--- src/rtl/ist_pkg.sv ---
// shared types and constants for the integer set table
// no dependencies; used by ist_seq and integer_set_table
package ist_pkg;

    localparam int CAPACITY    = 16;
    localparam int VAL_W       = 32;
    localparam int OP_W        = 2;
    localparam int COUNT_OUT_W = 5;
    localparam int IDX_W       = (CAPACITY > 1) ? $clog2(CAPACITY) : 1;
    localparam int CNT_W       = $clog2(CAPACITY + 1);

    typedef logic [IDX_W-1:0]       t_idx;
    typedef logic [CNT_W-1:0]       t_cnt;
    typedef logic [VAL_W-1:0]       t_val;
    typedef logic [OP_W-1:0]        t_op;
    typedef logic [COUNT_OUT_W-1:0] t_cnt_out;

    localparam t_op  OP_ADD      = 2'd0;
    localparam t_op  OP_REMOVE   = 2'd1;
    localparam t_op  OP_CONTAINS = 2'd2;

    localparam t_cnt CAP_CNT = t_cnt'(CAPACITY);

    // table memory access from the sequencer
    typedef struct packed {
        logic we;
        t_idx waddr;
        t_val wdata;
        t_idx raddr;
    } t_ram_req;

    // end-of-operation report to the count and result registers
    typedef struct packed {
        logic valid;
        logic found;
        logic full;
        logic inc;
        logic dec;
    } t_upd;

endpackage

--- src/rtl/ist_ram.sv ---
// generic single-write, single-read memory with registered read data
// no dependencies
module ist_ram #(
    parameter int WIDTH = 32,
    parameter int DEPTH = 16
) (
    input  logic                                      i_clk,
    input  logic                                      i_we,
    input  logic [((DEPTH > 1) ? $clog2(DEPTH) : 1)-1:0] i_waddr,
    input  logic [WIDTH-1:0]                          i_wdata,
    input  logic [((DEPTH > 1) ? $clog2(DEPTH) : 1)-1:0] i_raddr,
    output logic [WIDTH-1:0]                          o_rdata
);

    logic [WIDTH-1:0] r_mem [DEPTH];
    logic [WIDTH-1:0] r_rdata;

    always_ff @(posedge i_clk) begin
        if (i_we) begin
            r_mem[i_waddr] <= i_wdata;
        end
        r_rdata <= r_mem[i_raddr];
    end

    assign o_rdata = r_rdata;

endmodule

--- src/rtl/ist_seq.sv ---
// sequencer for the integer set table: scan, shift-down and finish steps
// with one shared equality compare; depends on ist_pkg
module ist_seq (
    input  logic              i_clk,
    input  logic              i_rst_n,
    input  logic              i_start,
    input  ist_pkg::t_op      i_opcode,
    input  ist_pkg::t_val     i_value,
    input  ist_pkg::t_cnt     i_count,
    input  ist_pkg::t_val     i_rdata,
    output logic              o_busy,
    output ist_pkg::t_ram_req o_ram,
    output ist_pkg::t_upd     o_upd
);

    typedef enum logic [3:0] {
        S_IDLE   = 4'b0001,
        S_SCAN   = 4'b0010,
        S_SHIFT  = 4'b0100,
        S_FINISH = 4'b1000
    } t_state;

    t_state        r_state, n_state;
    ist_pkg::t_op  r_op, n_op;
    ist_pkg::t_val r_value, n_value;
    ist_pkg::t_cnt r_idx, n_idx;
    ist_pkg::t_cnt r_pend_idx, n_pend_idx;
    logic          r_pend, n_pend;
    logic          r_hit, n_hit;

    logic          w_match;
    logic          w_last;
    logic          w_more;
    logic          w_is_add;
    logic          w_is_rem;
    ist_pkg::t_cnt w_prev_idx;
    ist_pkg::t_cnt w_last_idx;

    assign w_is_add   = (r_op == ist_pkg::OP_ADD);
    assign w_is_rem   = (r_op == ist_pkg::OP_REMOVE);
    // shared compare unit
    assign w_match    = r_pend && (i_rdata == r_value);
    assign w_last_idx = i_count - ist_pkg::t_cnt'(1);
    assign w_last     = r_pend && (r_pend_idx == w_last_idx);
    assign w_more     = (r_idx < i_count);
    assign w_prev_idx = r_pend_idx - ist_pkg::t_cnt'(1);

    always_comb begin
        n_state    = r_state;
        n_op       = r_op;
        n_value    = r_value;
        n_idx      = r_idx;
        n_pend_idx = r_pend_idx;
        n_pend     = r_pend;
        n_hit      = r_hit;
        o_ram      = '0;
        o_ram.raddr = r_idx[ist_pkg::IDX_W-1:0];
        o_upd      = '0;
        case (r_state)
            S_IDLE: begin
                if (i_start) begin
                    n_op    = i_opcode;
                    n_value = i_value;
                    n_idx   = '0;
                    n_pend  = 1'b0;
                    n_hit   = 1'b0;
                    n_state = (i_count == '0) ? S_FINISH : S_SCAN;
                end
            end
            S_SCAN: begin
                n_pend     = w_more;
                n_pend_idx = r_idx;
                if (w_more) begin
                    n_idx = r_idx + ist_pkg::t_cnt'(1);
                end
                if (w_match) begin
                    n_hit = 1'b1;
                    if (w_is_rem) begin
                        n_idx   = r_pend_idx + ist_pkg::t_cnt'(1);
                        n_pend  = 1'b0;
                        n_state = S_SHIFT;
                    end else begin
                        n_state = S_FINISH;
                    end
                end else if (w_last) begin
                    n_state = S_FINISH;
                end
            end
            S_SHIFT: begin
                // read entry idx, write it one place down in the following cycle
                o_ram.we    = r_pend;
                o_ram.waddr = w_prev_idx[ist_pkg::IDX_W-1:0];
                o_ram.wdata = i_rdata;
                n_pend      = w_more;
                n_pend_idx  = r_idx;
                if (w_more) begin
                    n_idx = r_idx + ist_pkg::t_cnt'(1);
                end else begin
                    n_state = S_FINISH;
                end
            end
            S_FINISH: begin
                o_upd.valid = 1'b1;
                o_upd.found = r_hit;
                o_upd.full  = w_is_add && !r_hit && (i_count == ist_pkg::CAP_CNT);
                o_upd.inc   = w_is_add && !r_hit && (i_count != ist_pkg::CAP_CNT);
                o_upd.dec   = w_is_rem && r_hit;
                o_ram.we    = o_upd.inc;
                o_ram.waddr = i_count[ist_pkg::IDX_W-1:0];
                o_ram.wdata = r_value;
                n_state     = S_IDLE;
            end
            default: begin
                n_state = S_IDLE;
            end
        endcase
    end

    always_ff @(posedge i_clk) begin
        if (!i_rst_n) begin
            r_state <= S_IDLE;
            r_pend  <= 1'b0;
        end else begin
            r_state <= n_state;
            r_pend  <= n_pend;
        end
        r_op       <= n_op;
        r_value    <= n_value;
        r_idx      <= n_idx;
        r_pend_idx <= n_pend_idx;
        r_hit      <= n_hit;
    end

    assign o_busy = (r_state != S_IDLE);

endmodule

--- src/rtl/integer_set_table.sv ---
// top level of the integer set table: element count, result registers,
// table memory and sequencer; depends on ist_pkg, ist_ram and ist_seq
//
//  channel   | transfer marked by       | fields
//  ----------+--------------------------+------------------------------
//  command   | start high, busy low     | i_opcode, i_value
//  result    | o_done high, one cycle   | o_found, o_full_res, o_count
//
// scan: an operation walks the held entries through one memory read port,
//   one entry per cycle with one compare; a remove of a present value stops the
//   scan at the hit and moves the later entries down one per cycle
// busy stays high from the transfer until the cycle in which o_done shows
// reset: synchronous active-low reset empties the set; table contents are
//   left as they are and are only read after being written
// the receiver cannot stall: each result is shown for exactly one cycle
module integer_set_table (
    input  logic                  i_clk,
    input  logic                  i_rst_n,
    input  logic                  start,
    input  logic [1:0]            i_opcode,
    input  logic signed [31:0]    i_value,
    output logic                  busy,
    output logic                  o_done,
    output logic                  o_found,
    output logic                  o_full_res,
    output logic [4:0]            o_count
);

    // element count and result registers
    ist_pkg::t_cnt     r_count, n_count;
    logic              r_done;
    logic              r_found;
    logic              r_full;

    ist_pkg::t_ram_req w_ram;
    ist_pkg::t_upd     w_upd;
    ist_pkg::t_val     w_rdata;
    logic              w_busy;

    // entries of the set, write and read port shared over the sequence
    ist_ram #(
        .WIDTH (ist_pkg::VAL_W),
        .DEPTH (ist_pkg::CAPACITY)
    ) u_ram (
        .i_clk   (i_clk),
        .i_we    (w_ram.we),
        .i_waddr (w_ram.waddr),
        .i_wdata (w_ram.wdata),
        .i_raddr (w_ram.raddr),
        .o_rdata (w_rdata)
    );

    // scan / shift / finish sequencer
    ist_seq u_seq (
        .i_clk    (i_clk),
        .i_rst_n  (i_rst_n),
        .i_start  (start),
        .i_opcode (i_opcode),
        .i_value  (ist_pkg::t_val'(i_value)),
        .i_count  (r_count),
        .i_rdata  (w_rdata),
        .o_busy   (w_busy),
        .o_ram    (w_ram),
        .o_upd    (w_upd)
    );

    // count follows the finish step of each operation
    always_comb begin
        n_count = r_count;
        if (w_upd.inc) begin
            n_count = r_count + ist_pkg::t_cnt'(1);
        end else if (w_upd.dec) begin
            n_count = r_count - ist_pkg::t_cnt'(1);
        end
    end

    always_ff @(posedge i_clk) begin
        if (!i_rst_n) begin
            r_count <= '0;
            r_done  <= 1'b0;
        end else begin
            r_count <= n_count;
            r_done  <= w_upd.valid;
        end
        r_found <= w_upd.found;
        r_full  <= w_upd.full;
    end

    assign busy       = w_busy;
    assign o_done     = r_done;
    assign o_found    = r_found;
    assign o_full_res = r_full;
    // count is at most 16 and fits the 5-bit output as it is; it would wrap modulo 32 only for a capacity of 32 or more
    assign o_count    = ist_pkg::t_cnt_out'(r_count);

    // the set never holds more than its capacity
    a_count_bound: assert property (@(posedge i_clk) disable iff (!i_rst_n)
        r_count <= ist_pkg::CAP_CNT)
        else $error("element count above capacity");

    // an accepted command keeps the block busy in the next cycle
    a_busy_after_start: assert property (@(posedge i_clk) disable iff (!i_rst_n)
        (start && !busy) |=> busy)
        else $error("busy not raised after command transfer");

    // a result only appears once the sequencer is back to idle
    a_done_idle: assert property (@(posedge i_clk) disable iff (!i_rst_n)
        o_done |-> !busy)
        else $error("result shown while busy");

    // a rejected add leaves a full table and never reports a hit
    a_full_consistent: assert property (@(posedge i_clk) disable iff (!i_rst_n)
        (o_done && o_full_res) |-> (r_count == ist_pkg::CAP_CNT && !o_found))
        else $error("full flag without a full table");

endmodule
--- config.mk ---
export PLATFORM = sky130hd
export DESIGN_NAME = integer_set_table
export DESIGN_NICKNAME = d
export VERILOG_FILES = /design/src/rtl/ist_pkg.sv /design/src/rtl/ist_ram.sv /design/src/rtl/ist_seq.sv /design/src/rtl/integer_set_table.sv
export SDC_FILE = /design/constraint.sdc
export NUM_CORES = 1
export LEC_CHECK = 0
export BUFFER_PORTS_ARGS = -buffer_cell sky130_fd_sc_hd__buf_2
export CORE_MARGIN = 10
export CORE_UTILIZATION = 35
export DETAILED_ROUTE_END_ITERATION = 10
export GPL_ROUTABILITY_DRIVEN = 0
export GPL_TIMING_DRIVEN = 0
export MAX_ROUTING_LAYER = met4
export PLACE_DENSITY = 0.53
export SLEW_MARGIN = 20
export SYNTH_ARGS = -nofsm -noshare
export SYNTH_HDL_FRONTEND = slang
export SYNTH_SLANG_ARGS = --single-unit
--- constraint.sdc ---
create_clock -name i_clk -period 3.2 [get_ports i_clk]
set_input_delay 0.16 -clock i_clk [delete_from_list [all_inputs] [get_ports i_clk]]
set_output_delay 0.16 -clock i_clk [all_outputs]
set_load 0.1 [all_outputs]
==> impl_metrics.csv, run 1 <==
group,metric,value,unit
run_status,status,"finished, final reports clean",
synthesis,muxShareOfSynthArea,15.6,%
clocking,cts.reportedPaths.clkPinSlew,0.06,ns
worst_setup_path,end_kind,"register",
worst_setup_path,cp_top_family,"buffers and inverters",
timing,whs,0.242,ns
timing,finalCritPeriodShare,94.6,%
hold_path,min_from,"i_value[21]",
worst_setup_path,criticalPathCategory,"reg -> reg",
timing,max_freq,0.330,GHz
synthesis,synth_area_leader_cell,"edfxtp_1",
drt,dr.pass1.iters,5,
power,p_clk_share,44.2,%
grt,grt_pass1_wl,85.2,mm
synthesis,synthDistinctLibCells,48,
die,ioPinCount,46,
power,p_per_area,608,nW/um^2
cells_and_area,drive_gt1_share,30.4,%
cells_and_area,nNetsFinal,1294,
grt,grt_pass1_vias,11604,
die,coreArea,65600,um^2
drt,wl_per_cell,27.9,um
power,power,17.1,mW
timing,min_period,3.03,ns
grt,gr-total-overflow,0,
power,comb_power_share,5.0,%
clocking,numCtsBuffers,66,
synthesis,synth_top_family_by_area,"multiplexers",
power,leakagePower,9.21,nW
timing,max_slew_margin,21.0,%
worst_setup_path,critPathMaxStageDelay,0.91,ns
worst_setup_path,r2r-start,"u_seq.r_state[1]",
worst_setup_path,critPathLaunchType,"register",
power,intPower,13.4,mW
worst_setup_path,cp_max_fo,16,
clocking,max-clock-path-buffers,3,
worst_setup_path,rrSetupSlack,0.17,ns
power,peakVddDrop,0.374,mV
die,num_rows,94,
synthesis,synth.area.top_cells,"edfxtp_1 72%, mux4_2 16%, dfxtp_1 3.9%",
hold_path,hold_class,"in -> reg",
clocking,clockRootBuffer,"clkbuf_16",
synthesis,synthTopCellsByCount,"557 x edfxtp_1, 160 x mux4_2, 45 x dfxtp_1, 40 x xnor2_1, 33 x a22o_1",
power,netSwitchingFraction,21.6,%
timing,slew_violations,0,
place,numPortBuffers,44,
drt,vias,11448,
synthesis,synth_compound_area_share,2.27,%
synthesis,yosysWarnings,0,
clocking,cts_htree_levels,3,
die,dieWidth,277,um
worst_setup_path,worstPathArrival,3.36,ns
die,dieArea,76800,um^2
drt,via_per_inst,5.29,
synthesis,synth.net_count,1092,
worst_setup_path,path_cells,"nor4b_4 -> clkbuf_2 -> clkbuf_1 -> a22o_1",
synthesis,ys_ff_latch,602,
timing,setup_viol,0,
drt,drt_wl_total,60.3,mm
synthesis,synth.most_common_cell,"edfxtp_1",
cells_and_area,area_growth,21.5,%
worst_setup_path,critPathSlowestCell,"clkbuf_1",
worst_setup_path,cp.required,3.53,ns
timing,hold_viol_final,0,
hold_path,worstHoldEndpoint,"u_seq.r_value[21]",
timing,worst_slew_pin_slew,1.18,ns
clocking,cts_tree,"yes",
clocking,clock-sinks,602,
drt,ant_nets,0,
drt,drt_iter0_drc,1041,
cells_and_area,finish.utilization,42.9,%
synthesis,synth_edf_count,557,
worst_setup_path,rr_worst_depth,4,
synthesis,async_flop_share,0,%
power,p_sw,3.69,mW
grt,grtUsageTotal,15.9,%
cells_and_area,antenna_cells,0,
synthesis,synth_fa_ha_area_share,0.486,%
die,start_util,35.3,%
synthesis,yosys.area_share.simple,2.29,%
job,cap_violations,0,
synthesis,yosysTopAreaCellShare,72.2,%
worst_setup_path,r2r_end,"u_ram.r_mem[2][10]",
die,die_h,277,um
timing,fin_worst_skew,0.0415,ns
place,post-place-ws,-0.211,ns
synthesis,ys_seq_area_share,76.1,%
timing,setup_ws,0.172,ns
timing,rsz0062_at_grt,"false",
hold_path,holdPathStages,2,
worst_setup_path,worst-path-buf-inv,2,
clocking,clock_latency,0.63,ns
grt,antenna_found_initial,0,
synthesis,synth_area_per_cell,22.1,um^2
synthesis,postSynthCellCount,1046,
drt,drcViolationCount,0,
timing,tns,0,ns
grt,grt_max_degree,19,
synthesis,synth_xor_area_share,1.97,%
synthesis,syn_area,23200,um^2
power,seq_power_share,50.8,%
synthesis,synthFlopType,"edfxtp_1",
place,dp_hpwl,37.7,mm
[area by class of cell]
cell class / instances / area (um^2)
Timing Repair Buffer: 134 / 1610
Buffer: 51 / 251
Multi-Input combinational cell: 382 / 5360
Inverter: 11 / 41.3
Tap cell: 864 / 1080
Sequential cell: 602 / 17600
Clock buffer: 90 / 1770
Clock inverter: 30 / 378
Fill cell: 5688 / 37500
[layout by cell type (no fill, tap or decap), types with 3 or more instances in the layout]
cell,synthesis,final
edfxtp_1,557,557
inv_1,11,10
dlygate4sd3_1,0,37
xor2_1,12,12
nor2_4,0,16
nand3b_1,3,3
o21ai_0,4,4
buf_12,0,10
clkbuf_1,21,42
buf_1,9,6
clkbuf_16,0,67
buf_2,10,57
buf_4,9,27
bufinv_16,0,6
xnor2_1,40,40
nand4_1,11,11
o22ai_1,5,5
nand2b_1,3,3
a22o_1,33,33
nand2_1,19,19
a21boi_1,3,3
a22oi_1,5,5
a21oi_1,4,4
and2_1,6,6
buf_16,0,25
ha_1,9,9
clkinv_8,0,3
clkinv_2,0,6
nand3_1,12,12
clkinv_1,0,11
dfxtp_1,45,43
mux4_2,160,160
nor2_1,23,7
nor3_1,4,4
[worst max-delay path by stage]
stage	cells past startpoint	endpoint	slack (ns)	from
finish	4	u_ram.r_mem[2][10]	0.17	u_seq.r_state[1]
global route	4	u_ram.r_mem[2][10]	0.01	u_seq.r_state[3]
CTS	4	u_ram.r_mem[8][10]	0.04	u_seq.r_state[3]
detailed placement	8	u_ram.r_mem[13][8]	-0.21	u_seq.r_state[1]
global placement	6	u_ram.r_mem[5][12]	-0.63	u_seq.r_state[1]
floorplan	7	u_ram.r_mem[0][0]	0.19	o_count[2]
[sequential cells by signal, indices dropped and copies added (netlist names)]
name and count:
u_seq.r_hit 1, o_done 1, o_count 5, u_ram.o_rdata 32, u_seq.r_op 2, u_seq.r_value 32
u_ram.r_mem 512, u_seq.r_pend 1, u_seq.r_pend_idx 5, o_found 1, o_full_res 1, u_seq.r_idx 5
u_seq.r_state 4
[power by group through the flow]
stage | clock network (mW) | registers [mW] | logic [mW]
after floorplan | 0 | 8.83 | 0.530
final | 7.56 | 8.70 | 0.851
after global routing | 8.03 | 8.70 | 0.902
after global placement | 0 | 8.86 | 0.814
after CTS | 7.71 | 8.70 | 0.866
after detailed placement | 0 | 8.86 | 0.826
[through the flow]
stage          cell area [um^2]  cells
3_5_place_dp              25400   1987
2_1_floorplan             23300   1046
6_report                  28100   2164
4_1_cts                   28000   2156
3_3_place_gp              24600   1954
5_1_grt                   28100   2164
[cell families (layout without fill, tap and decap cells)]
logic type      Yosys count  count (layout)
buf+inv                  62             316
fa+ha+maj                 9               9
mux                     161             161
compound gates           65              65
flops                   602             602
simple gates             95              95
xor+xnor                 52              52
[timing repair]
| item | 4_1_cts | 5_1_grt |
|---|---|---|
| hold buffers | 37 | 0 |
| endpoints found under the setup margin | 337 | 77 |
| pin swaps | 12 | 3 |
| endpoints found under the hold margin | 45 | 0 |
| setup buffers | 12 | 8 |
| resized for setup | 1 | 0 |
[per-layer routing]
metal,wire length (um),global-route usage (%),vias up
li1,-,-,4811
met1,25200,20.2,6197
met2,29900,25.5,358
met3,3840,3.58,82
met4,1350,4.53,0
met5,0,-,-
No activity file was read; power rests on OpenSTA's default activity.
==> run 2: changes to the inputs <==
- RECOVER_POWER: unset -> 100
- clock period: 3.2 -> 2.5 ns (I/O delays scaled with it)
==> impl_metrics.csv, run 2 (synthesis results as in run 1) <==
group,metric,value,unit
timing,finalCritPeriodShare,99.8,%
clocking,cts_htree_levels,3,
worst_setup_path,worstPathArrival,2.95,ns
cells_and_area,n_fill_cell,5689,
die,start_util,35.3,%
place,dpl_cell_area,25500,um^2
run_status,status,"finished, final reports clean",
die,ioPinCount,46,
timing,whs,0.224,ns
clocking,clock_latency,0.61,ns
grt,grtUsageTotal,15.9,%
worst_setup_path,end_kind,"register",
drt,via_per_inst,5.23,
cells_and_area,regMostFlops,"u_ram.r_mem",
drt,drt_iter0_drc,1124,
timing,tns,0,ns
clocking,max-clock-path-buffers,3,
place,post-place-ws,-0.921,ns
place,dp_hpwl,36.9,mm
timing,rsz0062_at_grt,"false",
cells_and_area,area_growth,22.6,%
die,dieArea,76800,um^2
die,dieWidth,277,um
clocking,cts_tree,"yes",
drt,vias,11398,
worst_setup_path,cp_max_fo,10,
cells_and_area,final_area,28400,um^2
grt,grt_pass1_vias,12032,
place,numPortBuffers,44,
drt,wl_per_cell,27.5,um
job,cap_violations,0,
power,peakVddDrop,0.478,mV
cells_and_area,nNetsFinal,1308,
power,netSwitchingFraction,21.2,%
cells_and_area,final_common_cell,"edfxtp_1",
clocking,clockRootBuffer,"clkbuf_16",
timing,max_slew_margin,21.2,%
drt,drcViolationCount,0,
hold_path,hold_class,"in -> reg",
timing,setup_ws,0.00620,ns
worst_setup_path,critPathLaunchType,"register",
timing,min_period,2.49,ns
grt,grt_pass1_wl,86.1,mm
drt,drt_wl_total,59.9,mm
timing,hold_viol_final,0,
die,num_rows,94,
clocking,cts.reportedPaths.clkPinSlew,0.06,ns
die,die_h,277,um
grt,grt_max_degree,26,
power,seq_power_share,49.0,%
grt,antenna_found_initial,1,
clocking,numCtsBuffers,67,
power,p_per_area,801,nW/um^2
worst_setup_path,criticalPathCategory,"reg -> reg",
timing,slew_violations,0,
die,coreArea,65600,um^2
timing,max_freq,0.401,GHz
clocking,clock-sinks,602,
timing,worst_slew_pin_slew,1.19,ns
drt,dr.pass1.iters,5,
timing,fin_worst_skew,0.0222,ns
cells_and_area,final_cell_mix,"557 x edfxtp_1, 160 x mux4_2, 68 x clkbuf_16",
cells_and_area,largest_reg_flops,512,
power,comb_power_share,4.9,%
timing,setup_viol,0,
power,intPower,17.9,mW
power,p_sw,4.81,mW
grt,gr-total-overflow,0,
power,p_clk_share,46.1,%
power,leakagePower,9.36,nW
cells_and_area,drive_gt1_share,36.2,%
worst_setup_path,cp.required,2.96,ns
drt,ant_nets,0,
[run 2: critical path, cell delays in order, from the launching register on]
cell      delay [ns]
edfxtp_1        0.60
clkbuf_1        0.84
mux4_2          0.42
mux4_2          0.49
[run 2: what timing repair did]
| action | 4_1_cts | 5_1_grt |
|---|---|---|
| hold buffers | 36 | 0 |
| buffers inserted | 23 | 13 |
| endpoints found under the hold margin | 45 | 0 |
| pin swaps | 21 | 9 |
| endpoints found under the setup margin | 1033 | 953 |
| resized for setup | 39 | 31 |
| cloned | 0 | 3 |
[run 2: stage by stage]
step,power (mW),utilization [%],std cells
2_1_floorplan,12.0,-,1046
3_3_place_gp,12.4,37.6,1954
3_5_place_dp,12.4,38.8,1987
4_1_cts,22.9,43.3,2164
5_1_grt,23.4,43.2,2180
6_report,22.7,43.2,2180
[run 2: cell type report]
type / instances / area (um^2) / area share [%]
diodes: 1 / 2.50 / 0.00882
multi-input cells: 382 / 5550 / 19.6
clock inverters: 38 / 554 / 1.95
repair buffers: 148 / 1370 / 4.83
inverters: 11 / 43.8 / 0.154
clock buffers: 84 / 1820 / 6.42
plain buffers: 50 / 305 / 1.08
flip-flops and latches: 602 / 17600 / 62.2
well taps: 864 / 1080 / 3.81
[run 2: routing by layer]
metal  up-vias  wire [um]  global-route usage (%)
li1       4829          -                       -
met2       365      28500                    24.6
met5         -          0                       -
met1      6102      25700                    20.7
met4         0       1720                    5.16
met3       102       3960                    3.48
[run 2: path summary, 6_finish.rpt]
check                      start                   to  slack (ns)  depth (start not counted)
hold / removal        i_value[7]     u_seq.r_value[7]        0.22                          2
setup / recovery  u_seq.r_idx[1]    u_ram.o_rdata[28]       0.006                          3
hold reg to reg   u_seq.r_idx[3]  u_seq.r_pend_idx[3]        0.50                          0
setup reg to reg  u_seq.r_idx[1]    u_ram.o_rdata[28]       0.006                          3
[run 2: power by group through the flow]
| stage | Combinational, mW | Clock [mW] | Sequential [mW] |
|---|---|---|---|
| after floorplan | 0.679 | 0 | 11.3 |
| after global placement | 1.04 | 0 | 11.3 |
| after detailed placement | 1.06 | 0 | 11.3 |
| after CTS | 1.13 | 10.7 | 11.1 |
| after global routing | 1.17 | 11.1 | 11.1 |
| final | 1.11 | 10.5 | 11.1 |
==> run 3: changes to the inputs <==
- CORE_ASPECT_RATIO: unset -> 0.7
==> impl_metrics.csv, run 3 (synthesis results as in run 1) <==
group,metric,value,unit
run_status,status,"finished, final reports clean",
die,ioPinCount,46,
cells_and_area,n_fill_cell,5573,
die,coreArea,65200,um^2
power,netSwitchingFraction,21.2,%
grt,grt_pass1_vias,11897,
drt,ant_nets,0,
cells_and_area,drive_gt1_share,37.6,%
job,cap_violations,0,
place,dp_hpwl,39.8,mm
timing,worst_slew_pin_slew,1.19,ns
power,seq_power_share,52.6,%
clocking,cts.reportedPaths.clkPinSlew,0.06,ns
worst_setup_path,r2r-start,"u_seq.r_value[22]",
drt,dr.pass1.iters,5,
cells_and_area,largest_reg_flops,512,
worst_setup_path,critPathLaunchType,"register",
drt,drt_iter0_drc,1433,
cells_and_area,final_cell_mix,"557 x edfxtp_1, 160 x mux4_2, 82 x clkbuf_16",
clocking,clockRootBuffer,"clkbuf_16",
power,p_clk_share,41.9,%
die,dieArea,77000,um^2
worst_setup_path,cp_max_fo,6,
die,dieWidth,327,um
power,peakVddDrop,0.486,mV
drt,drcViolationCount,0,
place,post-place-ws,-0.899,ns
timing,whs,0.223,ns
grt,grt_pass1_wl,88.5,mm
cells_and_area,finish.utilization,44.6,%
place,dpl_cell_area,25600,um^2
worst_setup_path,rr_worst_depth,6,
timing,rsz0062_at_grt,"true",
clocking,cts_htree_levels,2,
cells_and_area,final_common_cell,"edfxtp_1",
drt,wl_per_cell,29.4,um
power,p_sw,4.50,mW
drt,drt_wl_total,65.0,mm
cells_and_area,nNetsFinal,1331,
die,num_rows,78,
grt,antenna_found_initial,1,
hold_path,hold_class,"in -> reg",
cells_and_area,final_area,29100,um^2
place,numPortBuffers,44,
die,start_util,35.5,%
worst_setup_path,r2r_end,"u_seq.r_idx[0]",
power,leakagePower,9.61,nW
die,die_h,235,um
cells_and_area,area_growth,25.7,%
timing,finalCritPeriodShare,99.6,%
clocking,clock-sinks,602,
timing,min_period,2.49,ns
drt,vias,11893,
power,comb_power_share,5.4,%
worst_setup_path,worstPathArrival,2.91,ns
cells_and_area,antenna_cells,0,
timing,slew_violations,0,
timing,fin_worst_skew,0.0304,ns
clocking,cts_tree,"yes",
clocking,clock_latency,0.61,ns
worst_setup_path,rrSetupSlack,0.01,ns
timing,setup_viol,0,
worst_setup_path,crit_end,"u_seq.r_idx[0]",
timing,tns,0,ns
grt,gr-total-overflow,0,
timing,max_freq,0.402,GHz
timing,max_slew_margin,21.3,%
worst_setup_path,startpoint,"u_seq.r_value[22]",
worst_setup_path,criticalPathCategory,"reg -> reg",
clocking,max-clock-path-buffers,3,
worst_setup_path,end_kind,"register",
clocking,numCtsBuffers,56,
power,intPower,16.7,mW
grt,grt_max_degree,17,
worst_setup_path,cp.required,2.92,ns
timing,setup_ws,0.0109,ns
timing,hold_viol_final,0,
drt,via_per_inst,5.37,
cells_and_area,regMostFlops,"u_ram.r_mem",
grt,grtUsageTotal,16.3,%
power,p_per_area,727,nW/um^2
## run 3: cell types whose count changed in the layout (fill, tap and decap cells not counted), sizes merged
cell and change:
clkinv +5, clkdlybuf4s15 -1, clkinvlp -3, diode -1
bufinv -4, clkbuf -3, buf +29, inv -5
## run 3: layout make-up
class                      instances  area [um^2]  area share (%)
clock buffer                      75         1570            5.38
timing repair buffer             182         2500            8.58
clock inverter                    31          335            1.15
sequential                       602        17600            60.7
inverter                          11         43.8           0.151
multi-input combinational        382         5610            19.3
buffer                            50          292            1.00
tap                              880         1100            3.78
## run 3: timing repair
action	4_1_cts	5_1_grt
endpoints found under the setup margin	1032	881
resized for setup	45	51
setup buffers	34	15
hold buffers	36	0
gates cloned	0	17
pin swaps	26	17
hold endpoints to repair	45	0
## run 3: power by group through the flow
stage               logic [mW]  registers, mW  clock network, mW
floorplan                0.679           11.3                  0
finish                    1.15           11.1               8.87
global route              1.22           11.1               9.45
CTS                       1.17           11.1               9.02
global placement          1.05           11.3                  0
detailed placement        1.09           11.3                  0
## run 3: how the worst min path moves through the flow
stage | end | startpoint | cells after the start | slack (ns)
after floorplan | u_seq.r_op[0] | i_opcode[0] | 0 | 0.22
after global placement | u_seq.r_value[11] | i_value[11] | 1 | 0.30
after detailed placement | u_seq.r_value[1] | i_value[1] | 1 | 0.30
after CTS | u_seq.r_value[6] | i_value[6] | 2 | 0.19
after global routing | u_seq.r_value[9] | i_value[9] | 2 | 0.21
final | u_seq.r_value[6] | i_value[6] | 2 | 0.22
## run 3: stage by stage
stage               instances  total power, mW
finish                   2213             21.2
floorplan                1046             12.0
global placement         1970             12.4
detailed placement       2006             12.4
CTS                      2181             21.3
global route             2213             21.8
## run 3: metal layers
layer	vias to the layer above	track usage [%]	part of all wire, %
met3	88	2.72	7.6
met4	0	2.83	2.1
met1	6418	23.7	46
li1	4897	-	-
met2	490	24.1	45
met5	-	-	0
## run 3: critical path, stage by stage, from the launching register on
cell and delay [ns]:
edfxtp_1 0.46, xnor2_2 0.25, nand4_1 0.24, nor4_1 0.44, nand4_1 0.26, or3_4 0.46, o22ai_1 0.19
